[src/rtl/ssg_pkg.sv]
package ssg_pkg;

  // Width of the grid extent registers.
  localparam int CFG_DATA_BITS = 13;
  localparam int CFG_ADDR_BITS = 1;

  // Configuration register indexes.
  localparam logic [CFG_ADDR_BITS-1:0] REG_GRID_WIDTH  = 1'b0;
  localparam logic [CFG_ADDR_BITS-1:0] REG_GRID_HEIGHT = 1'b1;

  // Request commands.
  localparam logic CMD_START = 1'b0;
  localparam logic CMD_NEXT  = 1'b1;

  // Result status codes.
  localparam logic [1:0] ST_COORD     = 2'd0;
  localparam logic [1:0] ST_FOUND     = 2'd1;
  localparam logic [1:0] ST_EXHAUSTED = 2'd2;
  localparam logic [1:0] ST_BAD       = 2'd3;

  // Commands from the controller to the datapath.
  typedef struct packed {
    logic       start;      // latch the center and check it against the grid
    logic       init;       // set up ring bounds for a new spiral
    logic       clear_run;  // stop the running spiral
    logic       step;       // advance along the active side
    logic       ring;       // open the next ring or detect the end
    logic       set_side;   // set up the next side of the ring
    logic       load_out;   // load the result register
    logic [1:0] out_status; // status to load with the result
  } ssg_cmd_t;

  // Status from the datapath to the controller.
  typedef struct packed {
    logic running;
    logic bad;
    logic need_side;
    logic side_zero;
    logic side_last;
    logic exhausted;
    logic skip;
  } ssg_sts_t;

endpackage

[src/rtl/ssg_if.sv]
// Request channel: one command with its center and hit flag.
interface ssg_req_if #(parameter int COORD_BITS = 12);
  logic                  valid;
  logic                  ready;
  logic                  command;
  logic [COORD_BITS-1:0] center_x;
  logic [COORD_BITS-1:0] center_y;
  logic                  hit;

  modport source (output valid, command, center_x, center_y, hit, input ready);
  modport sink (input valid, command, center_x, center_y, hit, output ready);
endinterface

// Result channel: one coordinate or a status per request.
interface ssg_rsp_if #(parameter int COORD_BITS = 12);
  logic                  valid;
  logic                  ready;
  logic [COORD_BITS-1:0] coord_x;
  logic [COORD_BITS-1:0] coord_y;
  logic [1:0]            status;

  modport source (output valid, coord_x, coord_y, status, input ready);
  modport sink (input valid, coord_x, coord_y, status, output ready);
endinterface

// Configuration write channel.
interface ssg_cfg_if;
  logic                               valid;
  logic                               ready;
  logic [ssg_pkg::CFG_ADDR_BITS-1:0]  addr;
  logic [ssg_pkg::CFG_DATA_BITS-1:0]  data;

  modport source (output valid, addr, data, input ready);
  modport sink (input valid, addr, data, output ready);
endinterface

[src/rtl/ssg_ctrl.sv]
module ssg_ctrl (
  input  logic              clk_i,
  input  logic              rst_ni,
  input  logic              in_valid_i,
  output logic              in_ready_o,
  input  logic              in_command_i,
  input  logic              in_hit_i,
  output logic              out_valid_o,
  input  logic              out_ready_i,
  output ssg_pkg::ssg_cmd_t cmd_o,
  input  ssg_pkg::ssg_sts_t sts_i
);
  import ssg_pkg::*;

  localparam logic [2:0] S_IDLE = 3'd0;
  localparam logic [2:0] S_INIT = 3'd1;
  localparam logic [2:0] S_RING = 3'd2;
  localparam logic [2:0] S_SET  = 3'd3;
  localparam logic [2:0] S_EMIT = 3'd4;

  logic [2:0] state_q, state_d;
  logic [1:0] st_q, st_d;
  logic       out_valid_q, out_valid_d;
  logic       out_free;

  assign out_free    = !out_valid_q || out_ready_i;
  assign in_ready_o  = (state_q == S_IDLE);
  assign out_valid_o = out_valid_q;

  // Sequencing of one request.
  always_comb begin
    state_d = state_q;
    st_d    = st_q;
    cmd_o   = '0;
    cmd_o.out_status = st_q;
    unique case (state_q)
      S_IDLE: begin
        if (in_valid_i) begin
          if (in_command_i == CMD_START) begin
            cmd_o.start = 1'b1;
            state_d     = S_INIT;
          end else if (!sts_i.running) begin
            st_d    = ST_BAD;
            state_d = S_EMIT;
          end else if (in_hit_i) begin
            cmd_o.clear_run = 1'b1;
            st_d            = ST_FOUND;
            state_d         = S_EMIT;
          end else if (!sts_i.need_side) begin
            cmd_o.step = 1'b1;
            st_d       = ST_COORD;
            state_d    = S_EMIT;
          end else begin
            state_d = sts_i.side_zero ? S_RING : S_SET;
          end
        end
      end
      S_INIT: begin
        if (sts_i.bad) begin
          st_d = ST_BAD;
        end else begin
          cmd_o.init = 1'b1;
          st_d       = ST_COORD;
        end
        state_d = S_EMIT;
      end
      S_RING: begin
        cmd_o.ring = 1'b1;
        if (sts_i.exhausted) begin
          st_d    = ST_EXHAUSTED;
          state_d = S_EMIT;
        end else begin
          state_d = S_SET;
        end
      end
      S_SET: begin
        cmd_o.set_side = 1'b1;
        if (sts_i.skip) begin
          state_d = sts_i.side_last ? S_RING : S_SET;
        end else begin
          st_d    = ST_COORD;
          state_d = S_EMIT;
        end
      end
      S_EMIT: begin
        if (out_free) begin
          cmd_o.load_out = 1'b1;
          state_d        = S_IDLE;
        end
      end
      default: state_d = S_IDLE;
    endcase
  end

  // The result register is full from a load until the receiver takes it.
  always_comb begin
    out_valid_d = out_valid_q;
    if (out_valid_q && out_ready_i) out_valid_d = 1'b0;
    if (cmd_o.load_out) out_valid_d = 1'b1;
  end

  always_ff @(posedge clk_i or negedge rst_ni) begin
    if (!rst_ni) begin
      state_q     <= S_IDLE;
      st_q        <= ST_COORD;
      out_valid_q <= 1'b0;
    end else begin
      state_q     <= state_d;
      st_q        <= st_d;
      out_valid_q <= out_valid_d;
    end
  end

endmodule

[src/rtl/ssg_datapath.sv]
module ssg_datapath #(
  parameter int COORD_BITS = 12
) (
  input  logic                               clk_i,
  input  logic                               rst_ni,
  input  ssg_pkg::ssg_cmd_t                  cmd_i,
  output ssg_pkg::ssg_sts_t                  sts_o,
  input  logic [COORD_BITS-1:0]              center_x_i,
  input  logic [COORD_BITS-1:0]              center_y_i,
  input  logic [ssg_pkg::CFG_DATA_BITS-1:0]  grid_width_i,
  input  logic [ssg_pkg::CFG_DATA_BITS-1:0]  grid_height_i,
  output logic [COORD_BITS-1:0]              coord_x_o,
  output logic [COORD_BITS-1:0]              coord_y_o,
  output logic [1:0]                         status_o
);
  import ssg_pkg::*;

  localparam int EXT_BITS  = COORD_BITS + 1;
  localparam int STEP_BITS = COORD_BITS + 2;
  localparam int SW        = COORD_BITS + 3;
  localparam int CMP_BITS  = (EXT_BITS > CFG_DATA_BITS) ? EXT_BITS : CFG_DATA_BITS;
  localparam logic [CMP_BITS-1:0] EXT_CAP = {{(CMP_BITS-1){1'b0}}, 1'b1} << COORD_BITS;

  // Clamp a position on a side to the grid.
  function automatic logic signed [SW-1:0] clamp_axis(input logic signed [SW-1:0] v,
                                                       input logic signed [SW-1:0] hi);
    logic signed [SW-1:0] r;
    r = v;
    if (v[SW-1]) r = '0;
    else if (v > hi) r = hi;
    return r;
  endfunction

  logic [CMP_BITS-1:0] gw_wide, gh_wide;
  logic [EXT_BITS-1:0] ext_w, ext_h, cx_e, cy_e;
  logic signed [SW-1:0] wm1, hm1;

  logic                  running_q;
  logic                  bad_q;
  logic [EXT_BITS-1:0]   dist_q [4];
  logic signed [SW-1:0]  corner_x_q, corner_y_q;
  logic [STEP_BITS-1:0]  ring_steps_q, inner_q, outer_q;
  logic [1:0]            side_q;
  logic signed [SW-1:0]  scan_cur_q, scan_end_q, fixed_q;

  // Grid extents, capped at the coordinate range.
  assign gw_wide = CMP_BITS'(grid_width_i);
  assign gh_wide = CMP_BITS'(grid_height_i);
  assign ext_w   = (gw_wide > EXT_CAP) ? EXT_CAP[EXT_BITS-1:0] : gw_wide[EXT_BITS-1:0];
  assign ext_h   = (gh_wide > EXT_CAP) ? EXT_CAP[EXT_BITS-1:0] : gh_wide[EXT_BITS-1:0];
  assign wm1     = $signed({2'b00, ext_w}) - SW'(1);
  assign hm1     = $signed({2'b00, ext_h}) - SW'(1);
  assign cx_e    = EXT_BITS'(center_x_i);
  assign cy_e    = EXT_BITS'(center_y_i);

  // Minimum and maximum distance from the center to the grid edges.
  logic [EXT_BITS-1:0] mn01, mn23, mx01, mx23, dmin, dmax;
  always_comb begin
    mn01 = (dist_q[0] < dist_q[1]) ? dist_q[0] : dist_q[1];
    mn23 = (dist_q[2] < dist_q[3]) ? dist_q[2] : dist_q[3];
    mx01 = (dist_q[0] > dist_q[1]) ? dist_q[0] : dist_q[1];
    mx23 = (dist_q[2] > dist_q[3]) ? dist_q[2] : dist_q[3];
    dmin = (mn01 < mn23) ? mn01 : mn23;
    dmax = (mx01 > mx23) ? mx01 : mx23;
  end

  // Set-up of the next side: sides run +y, +x, -y, -x.
  logic                 side_y, side_fwd, outer_ring, skip;
  logic signed [SW-1:0] p_pos, other, steps_s, it_pos, dest_pos;
  logic signed [SW-1:0] lim_other, lim_axis;
  always_comb begin
    side_y     = ~side_q[0];
    side_fwd   = ~side_q[1];
    p_pos      = side_y ? corner_y_q : corner_x_q;
    other      = side_y ? corner_x_q : corner_y_q;
    steps_s    = $signed({1'b0, ring_steps_q});
    it_pos     = side_fwd ? p_pos + SW'(1) : p_pos - SW'(1);
    dest_pos   = side_fwd ? p_pos + steps_s : p_pos - steps_s;
    outer_ring = ring_steps_q > inner_q;
    lim_other  = side_y ? wm1 : hm1;
    lim_axis   = side_y ? hm1 : wm1;
    skip       = outer_ring && (other[SW-1] || (other > lim_other));
  end

  // The side being walked is the one before side_q.
  logic [1:0]           cur_side;
  logic signed [SW-1:0] emit_x, emit_y;
  always_comb begin
    cur_side = side_q - 2'd1;
    if (ring_steps_q == '0) begin
      emit_x = corner_x_q;
      emit_y = corner_y_q;
    end else if (!cur_side[0]) begin
      emit_x = fixed_q;
      emit_y = scan_cur_q;
    end else begin
      emit_x = scan_cur_q;
      emit_y = fixed_q;
    end
  end

  assign sts_o.running   = running_q;
  assign sts_o.bad       = bad_q;
  assign sts_o.need_side = (ring_steps_q == '0) || (scan_cur_q == scan_end_q);
  assign sts_o.side_zero = (side_q == 2'd0);
  assign sts_o.side_last = (side_q == 2'd3);
  assign sts_o.exhausted = (ring_steps_q >= outer_q);
  assign sts_o.skip      = skip;

  // Spiral state.
  always_ff @(posedge clk_i or negedge rst_ni) begin
    if (!rst_ni) begin
      running_q    <= 1'b0;
      bad_q        <= 1'b0;
      dist_q       <= '{default: '0};
      corner_x_q   <= '0;
      corner_y_q   <= '0;
      ring_steps_q <= '0;
      inner_q      <= '0;
      outer_q      <= '0;
      side_q       <= '0;
      scan_cur_q   <= '0;
      scan_end_q   <= '0;
      fixed_q      <= '0;
    end else begin
      if (cmd_i.start) begin
        running_q <= 1'b0;
        bad_q     <= (ext_w == '0) || (ext_h == '0) || (cx_e >= ext_w) || (cy_e >= ext_h);
        dist_q[0] <= cx_e;
        dist_q[1] <= ext_w - cx_e - EXT_BITS'(1);
        dist_q[2] <= cy_e;
        dist_q[3] <= ext_h - cy_e - EXT_BITS'(1);
      end
      if (cmd_i.init) begin
        inner_q      <= {dmin, 1'b0};
        outer_q      <= {dmax, 1'b0};
        corner_x_q   <= $signed({2'b00, dist_q[0]});
        corner_y_q   <= $signed({2'b00, dist_q[2]});
        ring_steps_q <= '0;
        side_q       <= '0;
        scan_cur_q   <= '0;
        scan_end_q   <= '0;
        fixed_q      <= '0;
        running_q    <= 1'b1;
      end
      if (cmd_i.clear_run) begin
        running_q <= 1'b0;
      end
      if (cmd_i.step) begin
        scan_cur_q <= cur_side[1] ? scan_cur_q - SW'(1) : scan_cur_q + SW'(1);
      end
      if (cmd_i.ring) begin
        if (ring_steps_q >= outer_q) begin
          running_q <= 1'b0;
        end else begin
          ring_steps_q <= ring_steps_q + STEP_BITS'(2);
          corner_x_q   <= corner_x_q - SW'(1);
          corner_y_q   <= corner_y_q - SW'(1);
        end
      end
      if (cmd_i.set_side) begin
        side_q <= side_q + 2'd1;
        if (side_y) corner_y_q <= dest_pos;
        else corner_x_q <= dest_pos;
        if (!skip) begin
          scan_cur_q <= outer_ring ? clamp_axis(it_pos, lim_axis) : it_pos;
          scan_end_q <= outer_ring ? clamp_axis(dest_pos, lim_axis) : dest_pos;
          fixed_q    <= other;
        end
      end
    end
  end

  // Result register.
  always_ff @(posedge clk_i or negedge rst_ni) begin
    if (!rst_ni) begin
      status_o <= ST_COORD;
    end else if (cmd_i.load_out) begin
      status_o <= cmd_i.out_status;
    end
  end

  always_ff @(posedge clk_i) begin
    if (cmd_i.load_out) begin
      coord_x_o <= (cmd_i.out_status == ST_COORD) ? emit_x[COORD_BITS-1:0] : '0;
      coord_y_o <= (cmd_i.out_status == ST_COORD) ? emit_y[COORD_BITS-1:0] : '0;
    end
  end

endmodule

[src/rtl/square_spiral_scan_generator_top.sv]
// Square-spiral scan generator.
// Requests arrive on in_i: a start command carries a center and is answered
// with the center coordinate; a next command carries the hit flag for the
// last coordinate and is answered with the next coordinate, found (on a hit)
// or exhausted (after the circumscribed ring). Bad requests get status 3.
// Every request gets exactly one result on out_o, in order.
// Grid extents are written on cfg_i (index 0 width, index 1 height); the
// channel is always ready.
// A start passes through an init state and a next that stays on its side goes
// straight to the emit state; otherwise each ring opened and each side set up
// (also a skipped off-grid side) adds a state visit before emit, since the side
// sequencer handles one side per cycle. A new request is taken once the previous
// one has been loaded into the result register.
// While the receiver stalls, the result register holds its item and the
// block can take one more request, which then waits for the register.
// Reset clears the spiral (next answers bad request) and sets both extents to 1.
module square_spiral_scan_generator_top #(
  parameter int COORD_BITS = 12
) (
  input  logic      clk_i,
  input  logic      rst_ni,
  ssg_req_if.sink   in_i,
  ssg_rsp_if.source out_o,
  ssg_cfg_if.sink   cfg_i
);
  import ssg_pkg::*;

  logic [CFG_DATA_BITS-1:0] grid_width_q, grid_height_q;
  ssg_cmd_t cmd;
  ssg_sts_t sts;

  // Configuration registers.
  assign cfg_i.ready = 1'b1;
  always_ff @(posedge clk_i or negedge rst_ni) begin
    if (!rst_ni) begin
      grid_width_q  <= CFG_DATA_BITS'(1);
      grid_height_q <= CFG_DATA_BITS'(1);
    end else if (cfg_i.valid) begin
      unique case (cfg_i.addr)
        REG_GRID_WIDTH:  grid_width_q  <= cfg_i.data;
        REG_GRID_HEIGHT: grid_height_q <= cfg_i.data;
        default: ;
      endcase
    end
  end

  ssg_ctrl u_ctrl (
    .clk_i        (clk_i),
    .rst_ni       (rst_ni),
    .in_valid_i   (in_i.valid),
    .in_ready_o   (in_i.ready),
    .in_command_i (in_i.command),
    .in_hit_i     (in_i.hit),
    .out_valid_o  (out_o.valid),
    .out_ready_i  (out_o.ready),
    .cmd_o        (cmd),
    .sts_i        (sts)
  );

  ssg_datapath #(.COORD_BITS(COORD_BITS)) u_datapath (
    .clk_i         (clk_i),
    .rst_ni        (rst_ni),
    .cmd_i         (cmd),
    .sts_o         (sts),
    .center_x_i    (in_i.center_x),
    .center_y_i    (in_i.center_y),
    .grid_width_i  (grid_width_q),
    .grid_height_i (grid_height_q),
    .coord_x_o     (out_o.coord_x),
    .coord_y_o     (out_o.coord_y),
    .status_o      (out_o.status)
  );

  // A result that is not a coordinate carries zero coordinates.
  assert property (@(posedge clk_i) disable iff (!rst_ni)
    (out_o.valid && (out_o.status != ST_COORD)) |->
      ((out_o.coord_x == '0) && (out_o.coord_y == '0)))
    else $error("non-coordinate result with nonzero coordinates");

  // Only one request is in work at a time.
  assert property (@(posedge clk_i) disable iff (!rst_ni)
    (in_i.valid && in_i.ready) |=> !in_i.ready)
    else $error("request taken while another is in work");

  // Found, exhausted and bad request all leave the spiral stopped.
  assert property (@(posedge clk_i) disable iff (!rst_ni)
    (cmd.load_out && (cmd.out_status != ST_COORD)) |=> !sts.running)
    else $error("spiral still running after a terminal result");

  // A loaded result is offered on the next cycle.
  assert property (@(posedge clk_i) disable iff (!rst_ni)
    cmd.load_out |=> out_o.valid)
    else $error("loaded result not offered");

endmodule
[src/flat_wrapper.sv]
// flat-port wrapper written by rule: the top's interface ports become plain ports
module square_spiral_scan_generator_top_flat import ssg_pkg::*;
#(
  parameter int COORD_BITS = 12
)
  (clk_i, rst_ni, in_i_valid, in_i_command, in_i_center_x, in_i_center_y, in_i_hit, in_i_ready, out_o_valid, out_o_coord_x, out_o_coord_y, out_o_status, out_o_ready, cfg_i_valid, cfg_i_addr, cfg_i_data, cfg_i_ready);
  ssg_req_if #(.COORD_BITS(COORD_BITS)) in_i_i ();
  ssg_rsp_if #(.COORD_BITS(COORD_BITS)) out_o_i ();
  ssg_cfg_if cfg_i_i ();
  input  logic clk_i;
  input  logic rst_ni;
  input wire logic [$bits(in_i_i.valid)-1:0] in_i_valid;
  input wire logic [$bits(in_i_i.command)-1:0] in_i_command;
  input wire logic [$bits(in_i_i.center_x)-1:0] in_i_center_x;
  input wire logic [$bits(in_i_i.center_y)-1:0] in_i_center_y;
  input wire logic [$bits(in_i_i.hit)-1:0] in_i_hit;
  output wire logic [$bits(in_i_i.ready)-1:0] in_i_ready;
  output wire logic [$bits(out_o_i.valid)-1:0] out_o_valid;
  output wire logic [$bits(out_o_i.coord_x)-1:0] out_o_coord_x;
  output wire logic [$bits(out_o_i.coord_y)-1:0] out_o_coord_y;
  output wire logic [$bits(out_o_i.status)-1:0] out_o_status;
  input wire logic [$bits(out_o_i.ready)-1:0] out_o_ready;
  input wire logic [$bits(cfg_i_i.valid)-1:0] cfg_i_valid;
  input wire logic [$bits(cfg_i_i.addr)-1:0] cfg_i_addr;
  input wire logic [$bits(cfg_i_i.data)-1:0] cfg_i_data;
  output wire logic [$bits(cfg_i_i.ready)-1:0] cfg_i_ready;
  assign in_i_i.valid = in_i_valid;
  assign in_i_i.command = in_i_command;
  assign in_i_i.center_x = in_i_center_x;
  assign in_i_i.center_y = in_i_center_y;
  assign in_i_i.hit = in_i_hit;
  assign in_i_ready = in_i_i.ready;
  assign out_o_valid = out_o_i.valid;
  assign out_o_coord_x = out_o_i.coord_x;
  assign out_o_coord_y = out_o_i.coord_y;
  assign out_o_status = out_o_i.status;
  assign out_o_i.ready = out_o_ready;
  assign cfg_i_i.valid = cfg_i_valid;
  assign cfg_i_i.addr = cfg_i_addr;
  assign cfg_i_i.data = cfg_i_data;
  assign cfg_i_ready = cfg_i_i.ready;
  square_spiral_scan_generator_top #(.COORD_BITS(COORD_BITS)) u_core (.clk_i(clk_i), .rst_ni(rst_ni), .in_i(in_i_i), .out_o(out_o_i), .cfg_i(cfg_i_i));
endmodule
[config.mk]
export PLATFORM = sky130hd
export DESIGN_NAME = square_spiral_scan_generator_top_flat
export DESIGN_NICKNAME = d
export VERILOG_FILES = /design/src/rtl/ssg_pkg.sv /design/src/rtl/ssg_if.sv /design/src/rtl/ssg_ctrl.sv /design/src/rtl/ssg_datapath.sv /design/src/rtl/square_spiral_scan_generator_top.sv /design/src/flat_wrapper.sv
export SDC_FILE = /design/constraint.sdc
export NUM_CORES = 1
export LEC_CHECK = 0
export ABC_CLOCK_PERIOD_IN_PS = 8500
export CAP_MARGIN = 20
export CORE_ASPECT_RATIO = 1.5
export CORE_MARGIN = 1
export CORE_UTILIZATION = 65
export DETAILED_ROUTE_END_ITERATION = 10
export DONT_BUFFER_PORTS = 1
export PLACE_DENSITY = 0.81
export SYNTH_ARGS = -nofsm -noshare
export SYNTH_HDL_FRONTEND = slang
export SYNTH_SLANG_ARGS = --single-unit
[constraint.sdc]
create_clock -name clk_i -period 8.5 [get_ports clk_i]
set_input_delay 0 -clock clk_i [delete_from_list [all_inputs] [get_ports clk_i]]
set_output_delay 0 -clock clk_i [all_outputs]
set_load 0.02 [all_outputs]
==> metrics <==
status completed; routed length per instance ~24 um; FF-to-FF End u_core.u_datapath.scan_cur_q[13]$_DFF_PN0_; Slew Limit Fails 0; Starting Density 66.6%; sequential fraction of the synthesis area between 20% and 30%; fmax about 150 MHz; worst endpoint required time 8.96 ns; Nets 2,525; delay-heaviest family, CP compound AO/OA/AOI/OAI gates; clk root buf clkbuf_16; Core Rows 76; switching share of power 50.3%; hold slack 0.0281 ns; Final ANT Viol Nets 0; number of global-route vias before repair 17,600; H-tree depth 1; Slew HR about a fifth; Hold Crit Class primary input to register; Core Util, Final between 70% and 80%; Sink Count approximately 220; first-pass GRT wire length 98,700 um; final clock skew between 0.015 and 0.02 ns; Critical Path Max Stage Delay roughly 0.81 ns; Clk network pwr share 13.9%; fraction of registers with async set/reset 89.3%; Post-synth EDFFs 24; syn_area_per_cell 8.51 um2; worst-path cell chain buf_4 > mux2i_1 > inv_1 > fa_1 > a211oi_1 > o21ai_1 > a31oi_2 > o31ai_1 > a211o_2 > ha_1 > nand2_1 > a2111oi_0 > or3_1 > o211ai_1 > a311oi_2 > nor2b_1 > a221oi_1 > a31oi_1; Slew @ Worst Pin 1.20 ns; die height between 200 and 250 um; Comb power frac 61.3%; DRC 0; CP Data Arrival Time 7.21 ns; critical path's slowest cell dfrtp_4; initial antenna violation count 1; HP Start in_i_center_x[11]; grt total ovfl 0; Static Leak 9.36 nW; Via Count between 15,000 and 20,000; Area Overhead vs Synth 8.81%; hpwl dp between 40,000 and 50,000 um; cts bufs inserted 24; clock transition at the registers of the reported paths around 0.070 ns; Cell Pwr Density approximately 400 nW/um2; CTS resizes 0; reg-to-reg startpoint u_core.u_datapath.side_q[0]$_DFFE_PN0P_; Yosys reg bits 224; Max FO, Critical Path 50; GRT Total Usage 43.4%; core area 28,900 um2; drt initial violations 1,305; r2r worst-path depth 18; final setup TNS 0 ns; most common cell after layout, fill and taps aside nand2_1; Clock Path Buffers 3; Psw 0.00419 W; P_int ~0.0041 W; endpoints failing setup 0; YS warnings 0; die area 30,300 um2; period utilization 79.4%; Final min period 6.75 ns; critical path capture point type register; RSZ-0062 raised after global routing false; WHS Path Cells 5; register-to-register setup slack 1.75 ns; critical path class register to register; sequential share of power 24.8%; Worst Path Buf+Inv 2; synthesized area 19,300 um2; Boundary Pins 74; Main synth FF type dfrtp_1; Max VDD drop 363 uV; endpoints failing hold 0; most frequent cells in the layout nand2_1, ha_1, dfrtp_1, nor2_1, inv_1; IO buf count 0; hold path endpoint u_core.u_datapath.bad_q$_DFFE_PN0P_; clock insertion delay at the later pin of the skew report approximately 0.55 ns; CTS tree yes; global placement routability congestion 1.05; share of cells above drive strength 1 8.11%; Die X 143 um; DR pass1 iterations 8; wirelength, routed 64,700 um; total of max-cap violations 0; Unique masters post-synth 93; DR vias/cell 6.68; CP Launch Type register; largest net degree at the start of global routing 201; Synth Instances 2,263
==> flip-flops by register name, summed over array words and instances (netlist names), 2 cells and up <==
signal	flops
u_core.u_ctrl.state_q	3
u_core.u_datapath.outer_q	13
u_core.u_datapath.dist_q	50
u_core.u_datapath.inner_q	13
u_core.u_datapath.scan_cur_q	15
u_core.u_datapath.ring_steps_q	14
u_core.grid_height_q	13
u_core.u_datapath.side_q	2
u_core.u_datapath.corner_x_q	15
u_core.u_datapath.coord_y_o	12
u_core.u_datapath.status_o	2
u_core.u_ctrl.st_q	2
u_core.grid_width_q	13
u_core.u_datapath.fixed_q	12
u_core.u_datapath.corner_y_q	15
u_core.u_datapath.coord_x_o	12
u_core.u_datapath.scan_end_q	15
==> area by class of cell <==
class / instances / area (um2)
Multi-Input combinational cell: 1770 / 12500
Fill cell: 2241 / 7950
Sequential cell: 224 / 5730
Timing Repair Buffer: 77 / 728
Clock buffer: 27 / 664
Inverter: 167 / 627
Tap cell: 390 / 488
Clock inverter: 17 / 208
Antenna cell: 2 / 5.00
==> stage by stage <==
step / cells / worst slack, ns / area [um2] / power (W)
floorplan: 2264 / 3.33 / 19300 / 0.00530
global placement: 2572 / 2.16 / 19500 / 0.00677
detailed placement: 2572 / 1.96 / 19500 / 0.00692
CTS: 2666 / 1.93 / 20900 / 0.00817
global route: 2672 / 1.60 / 21000 / 0.00884
finish: 2674 / 1.75 / 21000 / 0.00833
==> cells in the mapped netlist (6+ instances only) <==
| cell type | count | area (um2) |
|---|---|---|
| ha_1 | 211 | 2640 |
| edfxtp_1 | 24 | 721 |
| nand3_1 | 44 | 220 |
| a211oi_1 | 46 | 345 |
| o21ai_0 | 164 | 821 |
| xnor2_1 | 64 | 561 |
| o211ai_1 | 30 | 225 |
| nand2b_1 | 44 | 275 |
| o21a_1 | 20 | 150 |
| and3_1 | 11 | 68.8 |
| a221oi_1 | 9 | 78.8 |
| nand2_1 | 254 | 953 |
| mux2_2 | 74 | 833 |
| a21oi_1 | 110 | 551 |
| inv_1 | 165 | 619 |
| nor2b_1 | 20 | 125 |
| nor3_1 | 36 | 180 |
| clkbuf_1 | 81 | 304 |
| o22ai_1 | 9 | 56.3 |
| nand4_1 | 30 | 188 |
| o21ai_1 | 19 | 95.1 |
| nor4_1 | 14 | 87.6 |
| a311oi_1 | 7 | 61.3 |
| or3_1 | 17 | 106 |
| and2_1 | 7 | 43.8 |
| nand4b_1 | 6 | 52.6 |
| o31ai_1 | 15 | 113 |
| o21bai_1 | 12 | 90.1 |
| a31oi_1 | 32 | 200 |
| nor2_1 | 179 | 672 |
| dfrtp_1 | 198 | 4950 |
| nor3b_1 | 11 | 82.6 |
| o221ai_1 | 21 | 184 |
| or2_2 | 7 | 43.8 |
| buf_2 | 11 | 55.1 |
| a21o_1 | 34 | 255 |
| mux2i_1 | 88 | 881 |
| buf_1 | 6 | 22.5 |
| xor2_1 | 31 | 272 |
==> worst register-to-register path, stage by stage, from the launching register on <==
cell and delay (ns):
dfrtp_4 0.81, buf_4 0.63, mux2i_1 0.44, inv_1 0.17, fa_1 0.45, a211oi_1 0.40
o21ai_1 0.14, a31oi_2 0.36, o31ai_1 0.16, a211o_2 0.36, ha_1 0.32, nand2_1 0.08
a2111oi_0 0.34, or3_1 0.16, o211ai_1 0.11, a311oi_2 0.46, nor2b_1 0.80, a221oi_1 0.24
a31oi_1 0.21
==> worst max-delay path by stage <==
stage / from / endpoint / cells past startpoint
after floorplan: u_core.u_datapath.side_q[0]$_DFFE_PN0P_ / u_core.u_datapath.scan_cur_q[13]$_DFF_PN0_ / 21
after global placement: u_core.u_datapath.side_q[0]$_DFFE_PN0P_ / u_core.u_datapath.scan_cur_q[6]$_DFF_PN0_ / 18
after detailed placement: u_core.u_datapath.side_q[0]$_DFFE_PN0P_ / u_core.u_datapath.scan_cur_q[13]$_DFF_PN0_ / 18
after CTS: u_core.u_datapath.side_q[0]$_DFFE_PN0P_ / u_core.u_datapath.scan_cur_q[13]$_DFF_PN0_ / 18
after global routing: u_core.u_datapath.side_q[0]$_DFFE_PN0P_ / u_core.u_datapath.scan_cur_q[6]$_DFF_PN0_ / 18
final: u_core.u_datapath.side_q[0]$_DFFE_PN0P_ / u_core.u_datapath.scan_cur_q[13]$_DFF_PN0_ / 18
==> per-layer routing <==
| metal | track usage (%) | routed length (um) |
|---|---|---|
| met5 | 0 | 0 |
| met4 | 40.4 | 7010 |
| met3 | 7.27 | 4990 |
| met2 | 72.6 | 30400 |
| met1 | 46.7 | 22300 |
==> cells by family after synthesis <==
group	count (synthesis)	synth area share (%)
fa+ha+maj	217	14.3
flops	224	29.7
buf+inv	270	5.45
mux	163	9.01
simple gates	701	17.2
xor+xnor	96	4.40
compound gates	590	19.9
other cells	2	0.0390
==> power groups by stage <==
stage | clock network, W | registers [W] | logic (W)
after detailed placement | 0 | 0.00203 | 0.00488
after floorplan | 0 | 0.00174 | 0.00355
after global placement | 0 | 0.00202 | 0.00475
after CTS | 0.00116 | 0.00202 | 0.00498
final | 0.00116 | 0.00206 | 0.00511
after global routing | 0.00121 | 0.00207 | 0.00556
==> repair_timing <==
action / CTS / global route
buffers inserted: 0 / 0
hold buffers: 50 / 3
hold endpoints to repair: 276 / 7
No activity file was read; power rests on OpenSTA's default activity.
